## src/sv/pfs_pkg.sv

```systemverilog
// Package: shared word types, character codes and scan phase codes for the format scanner.
package pfs_pkg;

    typedef struct packed {
        logic [7:0] char_code;
        logic       last_char;
    } in_word_t;

    typedef struct packed {
        logic       type_found;
        logic [1:0] arg_type;
        logic       end_of_string;
    } out_word_t;

    localparam int PHASE_W = 4;

    localparam logic [PHASE_W-1:0] PH_TEXT    = 4'd0;
    localparam logic [PHASE_W-1:0] PH_PERCENT = 4'd1;
    localparam logic [PHASE_W-1:0] PH_FLAGS   = 4'd2;
    localparam logic [PHASE_W-1:0] PH_WDIGITS = 4'd3;
    localparam logic [PHASE_W-1:0] PH_PREC    = 4'd4;
    localparam logic [PHASE_W-1:0] PH_DOT     = 4'd5;
    localparam logic [PHASE_W-1:0] PH_PDIGITS = 4'd6;
    localparam logic [PHASE_W-1:0] PH_LENGTH  = 4'd7;
    localparam logic [PHASE_W-1:0] PH_AFTER_H = 4'd8;
    localparam logic [PHASE_W-1:0] PH_AFTER_L = 4'd9;
    localparam logic [PHASE_W-1:0] PH_CONV    = 4'd10;

    localparam logic [1:0] TY_INT32   = 2'd0;
    localparam logic [1:0] TY_INT64   = 2'd1;
    localparam logic [1:0] TY_DOUBLE  = 2'd2;
    localparam logic [1:0] TY_POINTER = 2'd3;

    localparam logic [7:0] CH_PERCENT = 8'h25;
    localparam logic [7:0] CH_STAR    = 8'h2A;
    localparam logic [7:0] CH_DOT     = 8'h2E;
    localparam logic [7:0] CH_MINUS   = 8'h2D;
    localparam logic [7:0] CH_PLUS    = 8'h2B;
    localparam logic [7:0] CH_SPACE   = 8'h20;
    localparam logic [7:0] CH_HASH    = 8'h23;
    localparam logic [7:0] CH_QUOTE   = 8'h27;
    localparam logic [7:0] CH_ZERO    = 8'h30;
    localparam logic [7:0] CH_NINE    = 8'h39;
    localparam logic [7:0] CH_LOW_H   = 8'h68;
    localparam logic [7:0] CH_LOW_L   = 8'h6C;
    localparam logic [7:0] CH_UP_L    = 8'h4C;
    localparam logic [7:0] CH_LOW_Q   = 8'h71;
    localparam logic [7:0] CH_LOW_Z   = 8'h7A;
    localparam logic [7:0] CH_LOW_J   = 8'h6A;
    localparam logic [7:0] CH_LOW_T   = 8'h74;

    localparam logic [7:0] CH_LOW_D   = 8'h64;
    localparam logic [7:0] CH_LOW_I   = 8'h69;
    localparam logic [7:0] CH_LOW_O   = 8'h6F;
    localparam logic [7:0] CH_LOW_U   = 8'h75;
    localparam logic [7:0] CH_LOW_X   = 8'h78;
    localparam logic [7:0] CH_UP_X    = 8'h58;
    localparam logic [7:0] CH_LOW_C   = 8'h63;
    localparam logic [7:0] CH_LOW_F   = 8'h66;
    localparam logic [7:0] CH_UP_F    = 8'h46;
    localparam logic [7:0] CH_LOW_E   = 8'h65;
    localparam logic [7:0] CH_UP_E    = 8'h45;
    localparam logic [7:0] CH_LOW_G   = 8'h67;
    localparam logic [7:0] CH_UP_G    = 8'h47;
    localparam logic [7:0] CH_LOW_A   = 8'h61;
    localparam logic [7:0] CH_UP_A    = 8'h41;
    localparam logic [7:0] CH_LOW_S   = 8'h73;
    localparam logic [7:0] CH_LOW_P   = 8'h70;
    localparam logic [7:0] CH_LOW_N   = 8'h6E;

    // Longest fall-through chain is percent, flags, precision, length, conversion.
    localparam int SCAN_STEPS = 6;

endpackage

```

## src/sv/pfs_scan.sv

```systemverilog
// Scan phase register and next-phase logic: one format byte per step.
module pfs_scan (
    input  logic               aclk,
    input  logic               aresetn,
    input  logic               step,
    input  pfs_pkg::in_word_t  word_in,
    output logic               emit,
    output pfs_pkg::out_word_t word_out
);
    import pfs_pkg::*;

    logic [PHASE_W-1:0] phase_reg;
    logic [PHASE_W-1:0] phase_next;
    logic               long_reg;
    logic               long_next;

    logic [PHASE_W-1:0] ph;
    logic               lng;
    logic               done;
    logic               found;
    logic [1:0]         ty;
    logic [7:0]         c;
    logic               is_digit;
    logic               is_flag;

    assign c        = word_in.char_code;
    assign is_digit = (c >= CH_ZERO) && (c <= CH_NINE);
    assign is_flag  = c inside {CH_MINUS, CH_PLUS, CH_SPACE, CH_ZERO, CH_HASH, CH_QUOTE};

    always_comb begin
        ph    = phase_reg;
        lng   = long_reg;
        done  = 1'b0;
        found = 1'b0;
        ty    = TY_INT32;
        for (int i = 0; i < SCAN_STEPS; i++) begin
            if (!done) begin
                case (ph)
                    PH_PERCENT: begin
                        if (c == CH_PERCENT) begin
                            ph   = PH_TEXT;
                            done = 1'b1;
                        end else begin
                            ph = PH_FLAGS;
                        end
                    end
                    PH_FLAGS: begin
                        if (is_flag) begin
                            done = 1'b1;
                        end else if (c == CH_STAR) begin
                            found = 1'b1;
                            ty    = TY_INT32;
                            ph    = PH_PREC;
                            done  = 1'b1;
                        end else if (is_digit) begin
                            ph   = PH_WDIGITS;
                            done = 1'b1;
                        end else begin
                            ph = PH_PREC;
                        end
                    end
                    PH_WDIGITS: begin
                        if (is_digit) begin
                            done = 1'b1;
                        end else begin
                            ph = PH_PREC;
                        end
                    end
                    PH_PREC: begin
                        if (c == CH_DOT) begin
                            ph   = PH_DOT;
                            done = 1'b1;
                        end else begin
                            ph = PH_LENGTH;
                        end
                    end
                    PH_DOT: begin
                        if (c == CH_STAR) begin
                            found = 1'b1;
                            ty    = TY_INT32;
                            ph    = PH_LENGTH;
                            done  = 1'b1;
                        end else if (is_digit) begin
                            ph   = PH_PDIGITS;
                            done = 1'b1;
                        end else begin
                            ph = PH_LENGTH;
                        end
                    end
                    PH_PDIGITS: begin
                        if (is_digit) begin
                            done = 1'b1;
                        end else begin
                            ph = PH_LENGTH;
                        end
                    end
                    PH_LENGTH: begin
                        if (c == CH_LOW_H) begin
                            ph   = PH_AFTER_H;
                            done = 1'b1;
                        end else if (c == CH_LOW_L) begin
                            lng  = 1'b1;
                            ph   = PH_AFTER_L;
                            done = 1'b1;
                        end else if (c inside {CH_UP_L, CH_LOW_Q, CH_LOW_Z, CH_LOW_J,
                                               CH_LOW_T}) begin
                            lng  = 1'b1;
                            ph   = PH_CONV;
                            done = 1'b1;
                        end else begin
                            ph = PH_CONV;
                        end
                    end
                    PH_AFTER_H: begin
                        ph = PH_CONV;
                        if (c == CH_LOW_H) begin
                            done = 1'b1;
                        end
                    end
                    PH_AFTER_L: begin
                        ph = PH_CONV;
                        if (c == CH_LOW_L) begin
                            done = 1'b1;
                        end
                    end
                    PH_CONV: begin
                        if (c inside {CH_LOW_D, CH_LOW_I, CH_LOW_O, CH_LOW_U, CH_LOW_X,
                                      CH_UP_X, CH_LOW_C}) begin
                            found = 1'b1;
                            ty    = lng ? TY_INT64 : TY_INT32;
                        end else if (c inside {CH_LOW_F, CH_UP_F, CH_LOW_E, CH_UP_E,
                                               CH_LOW_G, CH_UP_G, CH_LOW_A, CH_UP_A}) begin
                            found = 1'b1;
                            ty    = TY_DOUBLE;
                        end else if (c inside {CH_LOW_S, CH_LOW_P, CH_LOW_N}) begin
                            found = 1'b1;
                            ty    = TY_POINTER;
                        end
                        lng  = 1'b0;
                        ph   = PH_TEXT;
                        done = 1'b1;
                    end
                    default: begin
                        if (c == CH_PERCENT) begin
                            lng = 1'b0;
                            ph  = PH_PERCENT;
                        end else begin
                            ph = PH_TEXT;
                        end
                        done = 1'b1;
                    end
                endcase
            end
        end

        if (word_in.last_char) begin
            phase_next = PH_TEXT;
            long_next  = 1'b0;
        end else begin
            phase_next = ph;
            long_next  = lng;
        end
    end

    assign emit                   = found || word_in.last_char;
    assign word_out.type_found    = found;
    assign word_out.arg_type      = found ? ty : TY_INT32;
    assign word_out.end_of_string = word_in.last_char;

    always_ff @(posedge aclk) begin
        if (!aresetn) begin
            phase_reg <= PH_TEXT;
            long_reg  <= 1'b0;
        end else if (step) begin
            phase_reg <= phase_next;
            long_reg  <= long_next;
        end
    end

endmodule

```

## src/sv/printf_format_arg_type_scanner.sv

```systemverilog
// Top level: input register, format scan logic and result register.
//
//  channel | ports                    | word
//  --------+--------------------------+----------------------------------------------
//  input   | s_valid s_ready s_data   | char_code, last_char
//  result  | m_valid m_ready m_data   | type_found, arg_type, end_of_string
//
// One word per cycle unless a result must wait; each byte and each result is registered.
// Throughput is set by the single phase register, updated once per byte.
// Synchronous active-low reset returns the scanner to plain text and empties both registers.
// A stalled result holds; bytes that give no result keep flowing until one needs the result
// register while it is still full.
module printf_format_arg_type_scanner (
    input  logic               aclk,
    input  logic               aresetn,
    input  logic               s_valid,
    output logic               s_ready,
    input  pfs_pkg::in_word_t  s_data,
    output logic               m_valid,
    input  logic               m_ready,
    output pfs_pkg::out_word_t m_data
);
    import pfs_pkg::*;

    logic      in_valid_reg;
    in_word_t  in_data_reg;
    logic      out_valid_reg;
    out_word_t out_data_reg;

    logic      emit;
    out_word_t scan_word;
    logic      out_free;
    logic      advance;

    pfs_scan u_scan (
        .aclk     (aclk),
        .aresetn  (aresetn),
        .step     (advance),
        .word_in  (in_data_reg),
        .emit     (emit),
        .word_out (scan_word)
    );

    assign out_free = !out_valid_reg || m_ready;
    assign advance  = in_valid_reg && (!emit || out_free);
    assign s_ready  = !in_valid_reg || advance;
    assign m_valid  = out_valid_reg;
    assign m_data   = out_data_reg;

    always_ff @(posedge aclk) begin
        if (!aresetn) begin
            in_valid_reg <= 1'b0;
        end else if (s_ready) begin
            in_valid_reg <= s_valid;
        end
    end

    always_ff @(posedge aclk) begin
        if (s_ready && s_valid) begin
            in_data_reg <= s_data;
        end
    end

    always_ff @(posedge aclk) begin
        if (!aresetn) begin
            out_valid_reg <= 1'b0;
        end else if (advance && emit) begin
            out_valid_reg <= 1'b1;
        end else if (m_ready) begin
            out_valid_reg <= 1'b0;
        end
    end

    always_ff @(posedge aclk) begin
        if (advance && emit) begin
            out_data_reg <= scan_word;
        end
    end

`ifndef SYNTHESIS
    a_no_empty_result: assert property (@(posedge aclk) disable iff (!aresetn)
        m_valid |-> (m_data.type_found || m_data.end_of_string))
        else $error("result word carries neither a type nor end of string");

    a_type_zero_when_none: assert property (@(posedge aclk) disable iff (!aresetn)
        (m_valid && !m_data.type_found) |-> (m_data.arg_type == TY_INT32))
        else $error("arg_type set without a type");

    a_held_byte_stable: assert property (@(posedge aclk) disable iff (!aresetn)
        (in_valid_reg && !advance) |=> (in_valid_reg && $stable(in_data_reg)))
        else $error("held input byte changed");

    a_full_output_blocks_emit: assert property (@(posedge aclk) disable iff (!aresetn)
        (out_valid_reg && !m_ready && in_valid_reg && emit) |-> !advance)
        else $error("result overwritten while stalled");
`endif

endmodule

```

## config.mk

```make
export PLATFORM = sky130hd
export DESIGN_NAME = printf_format_arg_type_scanner
export DESIGN_NICKNAME = d
export VERILOG_FILES = /design/src/sv/pfs_pkg.sv /design/src/sv/pfs_scan.sv /design/src/sv/printf_format_arg_type_scanner.sv
export SDC_FILE = /design/constraint.sdc
export NUM_CORES = 1
export LEC_CHECK = 0
export BUFFER_PORTS_ARGS = -buffer_cell sky130_fd_sc_hd__buf_2
export CAP_MARGIN = 20
export CORE_MARGIN = 4
export CORE_UTILIZATION = 35
export DETAILED_ROUTE_END_ITERATION = 7
export PLACE_DENSITY = 0.54
export SLEW_MARGIN = 20
export SYNTH_ARGS = -nofsm -noshare
export SYNTH_HDL_FRONTEND = slang
export SYNTH_SLANG_ARGS = --single-unit
```

## constraint.sdc

```tcl
create_clock -name aclk -period 4.3 [get_ports aclk]
set_clock_uncertainty 0.15 [all_clocks]
set_input_delay 0.43 -clock aclk [delete_from_list [all_inputs] [get_ports aclk]]
set_output_delay 0.43 -clock aclk [all_outputs]
set_load 0.03 [all_outputs]
```

==> results of run 1 <==
-- what timing repair did --
action                     in CTS  in global routing
resized for setup               9                 11
cloned                          1                  1
setup buffers                  13                  4
pin swaps                       7                  8
setup endpoints to repair       1                  1
-- layout by cell type (no fill, tap or decap), types with 4 or more instances in the layout --
| cell type | Yosys | routed |
|---|---|---|
| sky130_fd_sc_hd__o211ai_1 | 5 | 5 |
| sky130_fd_sc_hd__mux2i_1 | 5 | 5 |
| sky130_fd_sc_hd__buf_4 | 1 | 50 |
| sky130_fd_sc_hd__buf_12 | 0 | 4 |
| sky130_fd_sc_hd__dfxtp_1 | 7 | 6 |
| sky130_fd_sc_hd__nor3_1 | 10 | 10 |
| sky130_fd_sc_hd__nand3_1 | 6 | 5 |
| sky130_fd_sc_hd__nor2_1 | 26 | 26 |
| sky130_fd_sc_hd__nand2b_1 | 10 | 9 |
| sky130_fd_sc_hd__a21oi_1 | 11 | 11 |
| sky130_fd_sc_hd__xnor2_1 | 4 | 4 |
| sky130_fd_sc_hd__buf_2 | 11 | 17 |
| sky130_fd_sc_hd__a211oi_2 | 4 | 4 |
| sky130_fd_sc_hd__edfxtp_1 | 13 | 13 |
| sky130_fd_sc_hd__inv_1 | 10 | 10 |
| sky130_fd_sc_hd__nand3b_1 | 6 | 6 |
| sky130_fd_sc_hd__o21ai_0 | 15 | 14 |
| sky130_fd_sc_hd__o21ai_2 | 2 | 4 |
| sky130_fd_sc_hd__nand4_1 | 7 | 7 |
| sky130_fd_sc_hd__a31oi_1 | 4 | 4 |
| sky130_fd_sc_hd__nand2_1 | 24 | 24 |
| sky130_fd_sc_hd__a211oi_1 | 4 | 4 |
| sky130_fd_sc_hd__o22ai_1 | 6 | 6 |
| sky130_fd_sc_hd__o21a_1 | 6 | 5 |
-- power groups by stage --
stage	clock network [W]	registers, W	logic, W
floorplan	0	0.000224	0.0000631
global placement	0	0.000223	0.0000990
detailed placement	0	0.000223	0.0000997
CTS	0.000129	0.000217	0.000116
global route	0.000139	0.000219	0.000133
finish	0.000122	0.000218	0.000123
-- worst paths after layout --
kind                        startpoint                   endpoint  slack [ns]
max           in_data_reg[2]$_DFFE_PP_                    s_ready        0.03
min                          s_data[8]   in_data_reg[8]$_DFFE_PP_        0.19
max reg2reg   in_data_reg[2]$_DFFE_PP_   in_data_reg[2]$_DFFE_PP_        0.25
min reg2reg  in_valid_reg$_SDFFE_PN0P_  in_valid_reg$_SDFFE_PN0P_        0.39
-- final cells by class --
cell class              instances  area [µm²]
fillers                       692        3630
multi-input cells             255        1930
repair buffers                 74         609
flip-flops and latches         20         532
well taps                      96         120
clock buffers                   3        41.3
inverters                      11        41.3
clock inverters                 1        3.75
-- routing by layer --
layer	GRT usage, %	part of all wire [%]	up-vias
met3	0.805	5.0	18
met5	0	0	-
met1	25.0	46	1302
met4	6.35	2.4	0
li1	-	-	1317
met2	29.3	47	100
-- metrics by stage --
stage          setup WS, ns  setup TNS [ns]  utilization (%)  total power [W]
6_report             0.0284               0             47.4         0.000463
5_1_grt              -0.131          -0.131             47.4         0.000491
2_1_floorplan         0.375               0                -         0.000287
3_5_place_dp          0.129               0             42.7         0.000323
4_1_cts             0.00121               0             45.8         0.000462
3_3_place_gp          0.160               0             42.7         0.000322
-- cell families (layout without fill, tap and decap cells) --
logic type | Yosys count | after routing | share of synthesized area, %
AO/OA/AOI/OAI | 111 | 111 | 36.4
buffers and inverters | 33 | 89 | 6.47
multiplexers | 5 | 5 | 1.98
AND/OR/NAND/NOR | 133 | 133 | 32.1
adder cells (fa/ha/maj) | 1 | 1 | 0.395
XOR/XNOR | 5 | 5 | 1.73
flip-flops | 20 | 20 | 20.9
==> flow_summary.json, run 1 <==
{
  "critical_path.n_buffers_inverters": 2,
  "grt_setup_unrepaired": "yes",
  "cts_num_sinks": 20,
  "cpMaxStageDelayCell": "sky130_fd_sc_hd__or4_4",
  "power_leakage_nw": 1.21,
  "initial_utilization_pct": 36.7,
  "ys_ff_latch": 20,
  "timing.critical_path.cells": "buf_4 > or4_4 > o22ai_4 > o21ai_2 > a31o_2 > or4_4 > nand4_1 > a211oi_2 > o31a_1 > or2_1 > nor2_2 > or2_2 > buf_6",
  "report.final.setup_viol": 0,
  "cts.root.buffer_cell": "sky130_fd_sc_hd__clkbuf_8",
  "timing.hold.worst_path_depth": 1,
  "tritoncts": "built",
  "drive_gt1_share_pct": 35.2,
  "power_per_cell_area_mw_per_mm2": 141,
  "worst_ep_required_time_ns": 3.72,
  "synth_commonest_cells": "sky130_fd_sc_hd__nor2_1 (26), sky130_fd_sc_hd__nand2_1 (24), sky130_fd_sc_hd__o21ai_0 (15), sky130_fd_sc_hd__edfxtp_1 (13)",
  "number_of_antenna_violating_nets_in_the_routed_design": 0,
  "criticalPathCategory": "reg2out",
  "worst-path-stages": 13,
  "yosys.area.top_type_share_pct": 15.4,
  "detail_route.vias_per_cell": 5.95,
  "critPathMaxFanout": 6,
  "synthesis.nets": 321,
  "synth_enable_flop_cells": 13,
  "clock_power_share_pct": 26.3,
  "ff2ff_path_depth": 14,
  "gpl.final_weighted_congestion": 0.936,
  "port-buffer-count": 18,
  "timing.critical_path.arrival_ns": 3.69,
  "synth.avg_cell_area_um2": 8.23,
  "dr.pass1.iters": 5,
  "antenna_found_initial": 0,
  "clock_insertion_delay_worst_skew_ns": 0.26,
  "crit_path_end_kind": "output port",
  "final_net_count": 378,
  "drv_slew": 0,
  "synthCells": 308,
  "yosysWarnings": 0,
  "ys.flop_type": "sky130_fd_sc_hd__edfxtp_1",
  "dpl.hpwl_mm": 5.78,
  "placed_cells_incl_taps": 437,
  "dieHeight_um": 93.1,
  "numCtsBuffers": 3,
  "internal_power_w": 0.000335,
  "min_period_ns": 4.27,
  "totalWireLength_mm": 7.92,
  "first_pass_grt_wire_length_mm": 12.7,
  "worstSetupStartpointType": "flop",
  "total_switching_power_w": 0.000128,
  "clkTransAtPathRegs_ns": 0.07,
  "final_design_area_no_fill_mm2": 0.00327,
  "antenna_cells_inserted": 0,
  "maxCapViolCount": 0,
  "proportion_of_power_drawn_by_combinational_gates_pct": 26.7,
  "chip_width_um": 93.1,
  "synthMostInstantiatedCell": "sky130_fd_sc_hd__nor2_1",
  "sequentialPowerShare_pct": 47.0,
  "worst_path_dominant_cell_family": "simple AND/OR/NAND/NOR gates",
  "dpl-instance-area_mm2": 0.00295,
  "ys_seq_area_share_pct": 20.9,
  "netlist_area_mm2": 0.00253,
  "floorplan.core_area_mm2": 0.00691,
  "drt-wirelength-per-cell_um": 17.2,
  "num_io_pins": 19,
  "remaining_drc_errors": 0,
  "vias": 2737,
  "post-synth-top-area-cell": "sky130_fd_sc_hd__edfxtp_1",
  "run_status": "finished, final reports clean",
  "total_die_area_mm2": 0.00866,
  "clock_tree.htree_level_count": 1,
  "areaGrowthSynthToFinish_pct": 29.2,
  "placement_rows": 30,
  "hold_violation_total_from_the_final_report": 0,
  "grt_max_degree": 27,
  "crit_top_cell": "sky130_fd_sc_hd__or4_4",
  "post-route-period-util_pct": 99.3,
  "number_of_buffers_between_clock_root_and_the_deepest_sink": 2,
  "dr.first_iter.drc_count": 305,
  "cts_hold_buffers": 0,
  "first_global_vias": 2506,
  "timing.critical_path.slowest_cell_delay_ns": 0.58,
  "grt_util_all_layers_pct": 17.9,
  "max-vdd-ir-drop_v": 0.000206,
  "fmax_mhz": 234,
  "worst-slew-pin-transition_ns": 0.547,
  "hold_path.class": "in2reg",
  "gr-total-overflow": 0,
  "synth_area_leaders": "sky130_fd_sc_hd__edfxtp_1 (15%), sky130_fd_sc_hd__dfxtp_1 (5.5%), sky130_fd_sc_hd__nor2_1 (3.9%)",
  "sw_frac_of_total_pct": 27.6,
  "hold_ws_ns": 0.194,
  "synth.distinct_cells": 92,
  "async_reset_ff_share_pct": 0,
  "slew-limit-headroom_pct": 63.4,
  "post_layout_nonfiller_instances": 460,
  "number_of_flip_flops_in_the_largest_register": 9
}
(Power assumes the default switching activity.)
==> inputs of run 2 (changes only) <==
CTS_BUF_LIST = sky130_fd_sc_hd__clkbuf_4 sky130_fd_sc_hd__clkbuf_8   (was unset)
clock period = 5.4 ns   (was 4.3 ns; I/O delays follow)
==> run 2 against run 1 <==
Net effect: routed wire length down 10%; non-clock buffer count shrank 51; power fell by 16%; sequential power down 17%; register-to-register slack improved by 0.58 ns; die area stayed put; final area fell by 17%; final cell count down 11%; combinational power shrank 52%; critical path type unchanged; highest routed layer unchanged.
==> flow_summary.json, run 2 (synthesized netlist as in run 1, its figures left out) <==
{
  "run_status": "finished, final reports clean",
  "min_period_ns": 5.03,
  "worstSetupStartpointType": "flop",
  "dieHeight_um": 93.1,
  "timing.critical_path.arrival_ns": 4.34,
  "timing.critical_path.slowest_cell_delay_ns": 0.69,
  "drt-wirelength-per-cell_um": 17.3,
  "number_of_buffers_between_clock_root_and_the_deepest_sink": 2,
  "cpMaxStageDelayCell": "sky130_fd_sc_hd__a2111oi_1",
  "drv_slew": 0,
  "antenna_cells_inserted": 0,
  "vias": 2472,
  "initial_utilization_pct": 36.7,
  "critical_path.n_buffers_inverters": 1,
  "hold_path.class": "in2reg",
  "detail_route.wirelength.met1_mm": 3.42,
  "timing.hold.worst_path_depth": 1,
  "min-delay-start": "s_data[1]",
  "num_io_pins": 19,
  "n_fill_cell": 741,
  "detail_route.vias_per_cell": 6.04,
  "totalWireLength_mm": 7.10,
  "final_critical_path_setup_slack_ns": 0.370,
  "worst_ep_required_time_ns": 4.71,
  "place_worst_setup_slack_ns": 0.594,
  "gpl.final_weighted_congestion": 0.895,
  "number_of_flip_flops_in_the_largest_register": 9,
  "worst_r2r_endpoint": "in_data_reg[5]$_DFFE_PP_",
  "totalNegativeSetupSlack_ns": 0,
  "post-route-period-util_pct": 93.2,
  "met3_wire_length_um": 256,
  "multiInputGateArea_mm2": 0.00184,
  "hold_path_end": "in_data_reg[1]$_DFFE_PP_",
  "port-buffer-count": 18,
  "grt_setup_unrepaired": "no",
  "slew-limit-headroom_pct": 53.3,
  "final_design_area_no_fill_mm2": 0.00273,
  "gr-total-overflow": 0,
  "remaining_drc_errors": 0,
  "total_die_area_mm2": 0.00866,
  "max-vdd-ir-drop_v": 0.000170,
  "mostFrequentLayoutCells": "sky130_fd_sc_hd__nor2_1 (26), sky130_fd_sc_hd__nand2_1 (24), sky130_fd_sc_hd__buf_2 (18), sky130_fd_sc_hd__o21ai_0 (15), sky130_fd_sc_hd__edfxtp_1 (13)",
  "placement_rows": 30,
  "route.top_layer_used": "met4",
  "hold_ws_ns": 0.308,
  "report.final.setup_viol": 0,
  "ff2ff_path_depth": 11,
  "dpl-instance-area_mm2": 0.00265,
  "power_leakage_nw": 0.868,
  "post_cts_resized": 0,
  "clock_insertion_delay_worst_skew_ns": 0.26,
  "chip_width_um": 93.1,
  "dpl.hpwl_mm": 5.47,
  "number_of_antenna_violating_nets_in_the_routed_design": 0,
  "numCtsBuffers": 3,
  "maxCapViolCount": 0,
  "clock_tree.htree_level_count": 1,
  "clkTransAtPathRegs_ns": 0.07,
  "critPathMaxFanout": 21,
  "layout.cells.most_common": "sky130_fd_sc_hd__nor2_1",
  "wl_met2_mm": 3.34,
  "cts.root.buffer_cell": "sky130_fd_sc_hd__clkbuf_8",
  "dr.first_iter.drc_count": 206,
  "timing.critical_path.cells": "or3_1 > or3_4 > o211ai_2 > o21bai_1 > a2111oi_1 > a221oi_4 > a211oi_2 > o31a_1 > or2_1 > nor2_2 > or2_2 > buf_2",
  "r2r_start": "in_data_reg[2]$_DFFE_PP_",
  "cts_num_sinks": 20,
  "setup.reg_to_reg.worst_slack_ns": 0.83,
  "antenna_found_initial": 0,
  "drive_gt1_share_pct": 20.8,
  "hold_violation_total_from_the_final_report": 0,
  "final_net_count": 327,
  "areaGrowthSynthToFinish_pct": 7.75,
  "grt_max_degree": 28,
  "cts_hold_buffers": 0,
  "first_pass_grt_wire_length_mm": 11.7,
  "tritoncts": "built",
  "fmax_mhz": 199,
  "floorplan.core_area_mm2": 0.00691,
  "first_global_vias": 2340,
  "dr.pass1.iters": 4,
  "worst-slew-pin-transition_ns": 0.699,
  "grt_util_all_layers_pct": 16.6,
  "criticalPathCategory": "reg2out",
  "power_per_cell_area_mw_per_mm2": 142,
  "worst_path_dominant_cell_family": "compound AO/OA/AOI/OAI gates",
  "crit_path_end_kind": "output port",
  "regArea_um2": 531
}
[run 2: worst max-delay path by stage]
stage | startpoint | to | slack [ns] | cells past startpoint
after floorplan | in_data_reg[7]$_DFFE_PP_ | s_ready | 1.37 | 11
after global placement | in_data_reg[4]$_DFFE_PP_ | s_ready | 0.58 | 12
after detailed placement | in_data_reg[4]$_DFFE_PP_ | s_ready | 0.59 | 12
after CTS | in_data_reg[4]$_DFFE_PP_ | s_ready | 0.28 | 12
after global routing | in_data_reg[2]$_DFFE_PP_ | s_ready | 0.03 | 12
final | in_data_reg[2]$_DFFE_PP_ | s_ready | 0.37 | 12
[run 2: area by class of cell]
| class | instances | area share (%) |
|---|---|---|
| clock buffer | 3 | 1.51 |
| clock inverter | 1 | 1.10 |
| inverter | 11 | 1.51 |
| multi-input combinational | 255 | 67.4 |
| sequential | 20 | 19.4 |
| tap | 96 | 4.40 |
| timing repair buffer | 23 | 4.67 |
[run 2: routing by layer]
layer  GRT usage [%]  up-vias
met1            23.0     1194
li1                -     1209
met2            27.8       59
met4            4.15        0
met5               0        -
met3            1.29       10
[run 2: what timing repair did]
| action | CTS | global route |
|---|---|---|
| buffers inserted | 0 | 1 |
| endpoints found under the setup margin | 0 | 1 |
| hold endpoints to repair | 0 | 0 |
[run 2: power breakdown]
group	switching, W	total (W)	leakage [nW]	internal, W
combinational	0.0000340	0.0000585	0.650	0.0000245
clock	0.0000488	0.000148	0.0357	0.0000988
sequential	0.0000134	0.000182	0.183	0.000169
[run 2: metrics by stage]
step	utilization, %	power, W	std cells
after detailed placement	38.4	0.000243	404
after floorplan	-	0.000229	308
after CTS	39.4	0.000391	408
after global placement	38.4	0.000243	404
final	39.5	0.000388	409
after global routing	39.5	0.000408	409
==> inputs of run 3 (changes only) <==
CTS_CLUSTER_DIAMETER = 80   (was unset)
SYNTH_HIERARCHICAL = 1   (was unset)
==> run 3 against run 2 <==
Net effect: first-iteration DRC count is 3.4% higher; clock power is 24% lower; critical path depth is 1 higher; largest cell class unchanged; via count down 9.7%; combinational power fell by 11%; die area decreased by 8.0%; clock-buffer cell count grew 1; final area down 7.4%; register-to-register slack got worse by 0.40 ns.
==> flow_summary.json, run 3 <==
{
  "min_period_ns": 5.04,
  "final_critical_path_setup_slack_ns": 0.365,
  "synthCells": 283,
  "clock_tree.htree_level_count": 1,
  "power_per_cell_area_mw_per_mm2": 136,
  "netlist_area_mm2": 0.00231,
  "worst-slew-pin-transition_ns": 0.542,
  "clkTransAtPathRegs_ns": 0.07,
  "synth_enable_flop_cells": 13,
  "mostFrequentLayoutCells": "sky130_fd_sc_hd__nor2_1 (25), sky130_fd_sc_hd__nand2_1 (22), sky130_fd_sc_hd__buf_2 (18), sky130_fd_sc_hd__a21oi_1 (15), sky130_fd_sc_hd__edfxtp_1 (13)",
  "hold_ws_ns": 0.309,
  "numCtsBuffers": 3,
  "dpl.hpwl_mm": 4.86,
  "slew-limit-headroom_pct": 63.8,
  "dr.pass1.iters": 7,
  "drive_gt1_share_pct": 18.5,
  "synthMostInstantiatedCell": "sky130_fd_sc_hd__nor2_1",
  "placement_rows": 29,
  "hold_violation_total_from_the_final_report": 0,
  "cts_num_sinks": 20,
  "chip_width_um": 89.3,
  "crit_path_end_kind": "output port",
  "floorplan.core_area_mm2": 0.00639,
  "total_die_area_mm2": 0.00797,
  "run_status": "finished, final reports clean",
  "first_global_vias": 2139,
  "antenna_found_initial": 0,
  "worstSetupStartpointType": "flop",
  "ys_seq_area_share_pct": 22.9,
  "synth.distinct_cells": 78,
  "fmax_mhz": 199,
  "post_synth_and_or_nand_nor_area_fraction_pct": 31.8,
  "antenna_cells_inserted": 0,
  "synth_commonest_cells": "sky130_fd_sc_hd__nor2_1 (25), sky130_fd_sc_hd__nand2_1 (22), sky130_fd_sc_hd__a21oi_1 (15), sky130_fd_sc_hd__edfxtp_1 (13)",
  "number_of_flip_flops_in_the_largest_register": 9,
  "placed_cells_incl_taps": 364,
  "layout.cells.most_common": "sky130_fd_sc_hd__nor2_1",
  "multiInputGateArea_mm2": 0.00163,
  "cts.root.buffer_cell": "sky130_fd_sc_hd__clkbuf_8",
  "dieHeight_um": 89.3,
  "criticalPathCategory": "reg2out",
  "grt_util_all_layers_pct": 17.5,
  "synth.avg_cell_area_um2": 8.17,
  "yosys.area_share.adder_pct": 0,
  "num_io_pins": 19,
  "post_cts_resized": 0,
  "post-synth-top-area-cell": "sky130_fd_sc_hd__edfxtp_1",
  "yosys.area.top_type_share_pct": 16.9,
  "synthesis.nets": 296,
  "port-buffer-count": 18,
  "clock_insertion_delay_worst_skew_ns": 0.26,
  "number_of_buffers_between_clock_root_and_the_deepest_sink": 2,
  "synth_mux_area_share_pct": 2.27,
  "drv_slew": 0,
  "async_reset_ff_share_pct": 0,
  "dr.first_iter.drc_count": 213,
  "grt_setup_unrepaired": "no",
  "max-vdd-ir-drop_v": 0.000125,
  "hold_path.class": "in2reg",
  "yosysWarnings": 6,
  "ys.flop_type": "sky130_fd_sc_hd__edfxtp_1",
  "synth_area_leaders": "sky130_fd_sc_hd__edfxtp_1 (17%), sky130_fd_sc_hd__dfxtp_1 (6.1%), sky130_fd_sc_hd__nor2_1 (4.1%)",
  "initial_utilization_pct": 36.2,
  "regArea_um2": 531,
  "gr-total-overflow": 0,
  "remaining_drc_errors": 0,
  "post-route-period-util_pct": 93.2,
  "worst_ep_required_time_ns": 4.71,
  "synth_xor_area_share_pct": 1.14,
  "timing.critical_path.arrival_ns": 4.35,
  "power_leakage_nw": 0.909,
  "final_net_count": 311,
  "first_pass_grt_wire_length_mm": 11.0,
  "totalWireLength_mm": 6.50,
  "detail_route.vias_per_cell": 5.97,
  "synth_compound_gate_area_share_pct": 35.2,
  "grt_max_degree": 22,
  "report.final.setup_viol": 0,
  "critPathMaxFanout": 15,
  "drt-wirelength-per-cell_um": 17.4,
  "tritoncts": "built",
  "number_of_antenna_violating_nets_in_the_routed_design": 0,
  "vias": 2233,
  "totalNegativeSetupSlack_ns": 0,
  "place_worst_setup_slack_ns": 0.373,
  "areaGrowthSynthToFinish_pct": 9.36,
  "n_fill_cell": 666,
  "ys_ff_latch": 20,
  "gpl.final_weighted_congestion": 0.868,
  "cts_hold_buffers": 0,
  "maxCapViolCount": 0,
  "synth_top_family_by_area": "compound AO/OA/AOI/OAI gates",
  "post_layout_nonfiller_instances": 374
}
-- run 3: cell count changes in the layout (fill, tap and decap cells not counted), moves of 4 or more --
cell | previous run | this run
sky130_fd_sc_hd__inv_1 | 10 | 6
sky130_fd_sc_hd__and2_1 | 2 | 9
sky130_fd_sc_hd__o21a_1 | 6 | 2
sky130_fd_sc_hd__a2bb2oi_1 | 0 | 4
sky130_fd_sc_hd__buf_4 | 5 | 12
sky130_fd_sc_hd__o221ai_1 | 0 | 4
sky130_fd_sc_hd__nor3_1 | 10 | 5
sky130_fd_sc_hd__nor2b_1 | 3 | 11
sky130_fd_sc_hd__a211oi_2 | 4 | 0
sky130_fd_sc_hd__a21boi_1 | 0 | 5
sky130_fd_sc_hd__nand3b_1 | 6 | 2
sky130_fd_sc_hd__o21ai_0 | 15 | 11
sky130_fd_sc_hd__a21oi_1 | 11 | 15
sky130_fd_sc_hd__xnor2_1 | 4 | 0
-- run 3: worst paths after layout --
path              depth (start not counted)                          endpoint  slack [ns]                     start
setup / recovery                         13                           s_ready        0.36  in_data_reg[1]$_DFFE_PP_
hold / removal                            1          in_data_reg[2]$_DFFE_PP_        0.31                 s_data[2]
setup reg to reg                         16  u_scan/phase_reg[1]$_SDFFE_PN0P_        0.43  in_data_reg[1]$_DFFE_PP_
hold reg to reg                           0               m_data[0]$_DFFE_PP_        0.38  in_data_reg[0]$_DFFE_PP_
-- run 3: through the flow --
stage / utilization, % / instance area (µm²) / total power (W)
4_1_cts: 38.9 / 2480 / 0.000344
3_5_place_dp: 38.0 / 2430 / 0.000230
2_1_floorplan: - / 2310 / 0.000217
5_1_grt: 39.6 / 2530 / 0.000363
6_report: 39.6 / 2530 / 0.000343
3_3_place_gp: 38.0 / 2430 / 0.000230
-- run 3: final cells by class --
cell class              instances  area share, %
clock buffers                   4           2.18
inverters                       6          0.891
multi-input cells             235           64.4
flip-flops and latches         20           21.0
well taps                      77           3.81
repair buffers                 32           7.72
-- run 3: logic make-up after synthesis --
group                  count (synthesis)
XOR/XNOR                               3
flip-flops                            20
buffers and inverters                 28
multiplexers                           5
AND/OR/NAND/NOR                      123
AO/OA/AOI/OAI                        104
-- run 3: critical path, cell delays in order, from the launching register on --
cell and delay, ns:
sky130_fd_sc_hd__edfxtp_1 0.60, sky130_fd_sc_hd__nor2b_1 0.27, sky130_fd_sc_hd__mux2_2 0.29, sky130_fd_sc_hd__a221oi_1 0.33, sky130_fd_sc_hd__o221a_1 0.32, sky130_fd_sc_hd__and2_1 0.37, sky130_fd_sc_hd__a21boi_1 0.23, sky130_fd_sc_hd__o21a_1 0.40
sky130_fd_sc_hd__a21oi_1 0.13, sky130_fd_sc_hd__a211oi_4 0.39, sky130_fd_sc_hd__a21oi_2 0.13, sky130_fd_sc_hd__o21ai_1 0.30, sky130_fd_sc_hd__nand4b_4 0.14, sky130_fd_sc_hd__buf_2 0.20
-- run 3: routing by layer --
| metal | global-route usage (%) | wire (µm) | vias to the layer above |
|---|---|---|---|
| met5 | 0 | 0 | - |
| met4 | 4.33 | 61 | 0 |
| met3 | 2.21 | 317 | 8 |
| met2 | 28.4 | 3010 | 56 |
| met1 | 24.7 | 3110 | 1054 |
| li1 | - | - | 1115 |
-- run 3: where the power goes --
part	internal [W]	switching [W]	leakage, nW	total (W)
sequential	0.000169	0.0000102	0.182	0.000179
combinational	0.0000226	0.0000294	0.697	0.0000520
clock	0.0000648	0.0000474	0.0288	0.000112
total	0.000256	0.0000870	0.909	0.000343
-- run 3: repair_timing --
action / 4_1_cts / 5_1_grt
setup buffers: 0 / 6
hold endpoints to repair: 0 / 0
setup endpoints to repair: 0 / 1
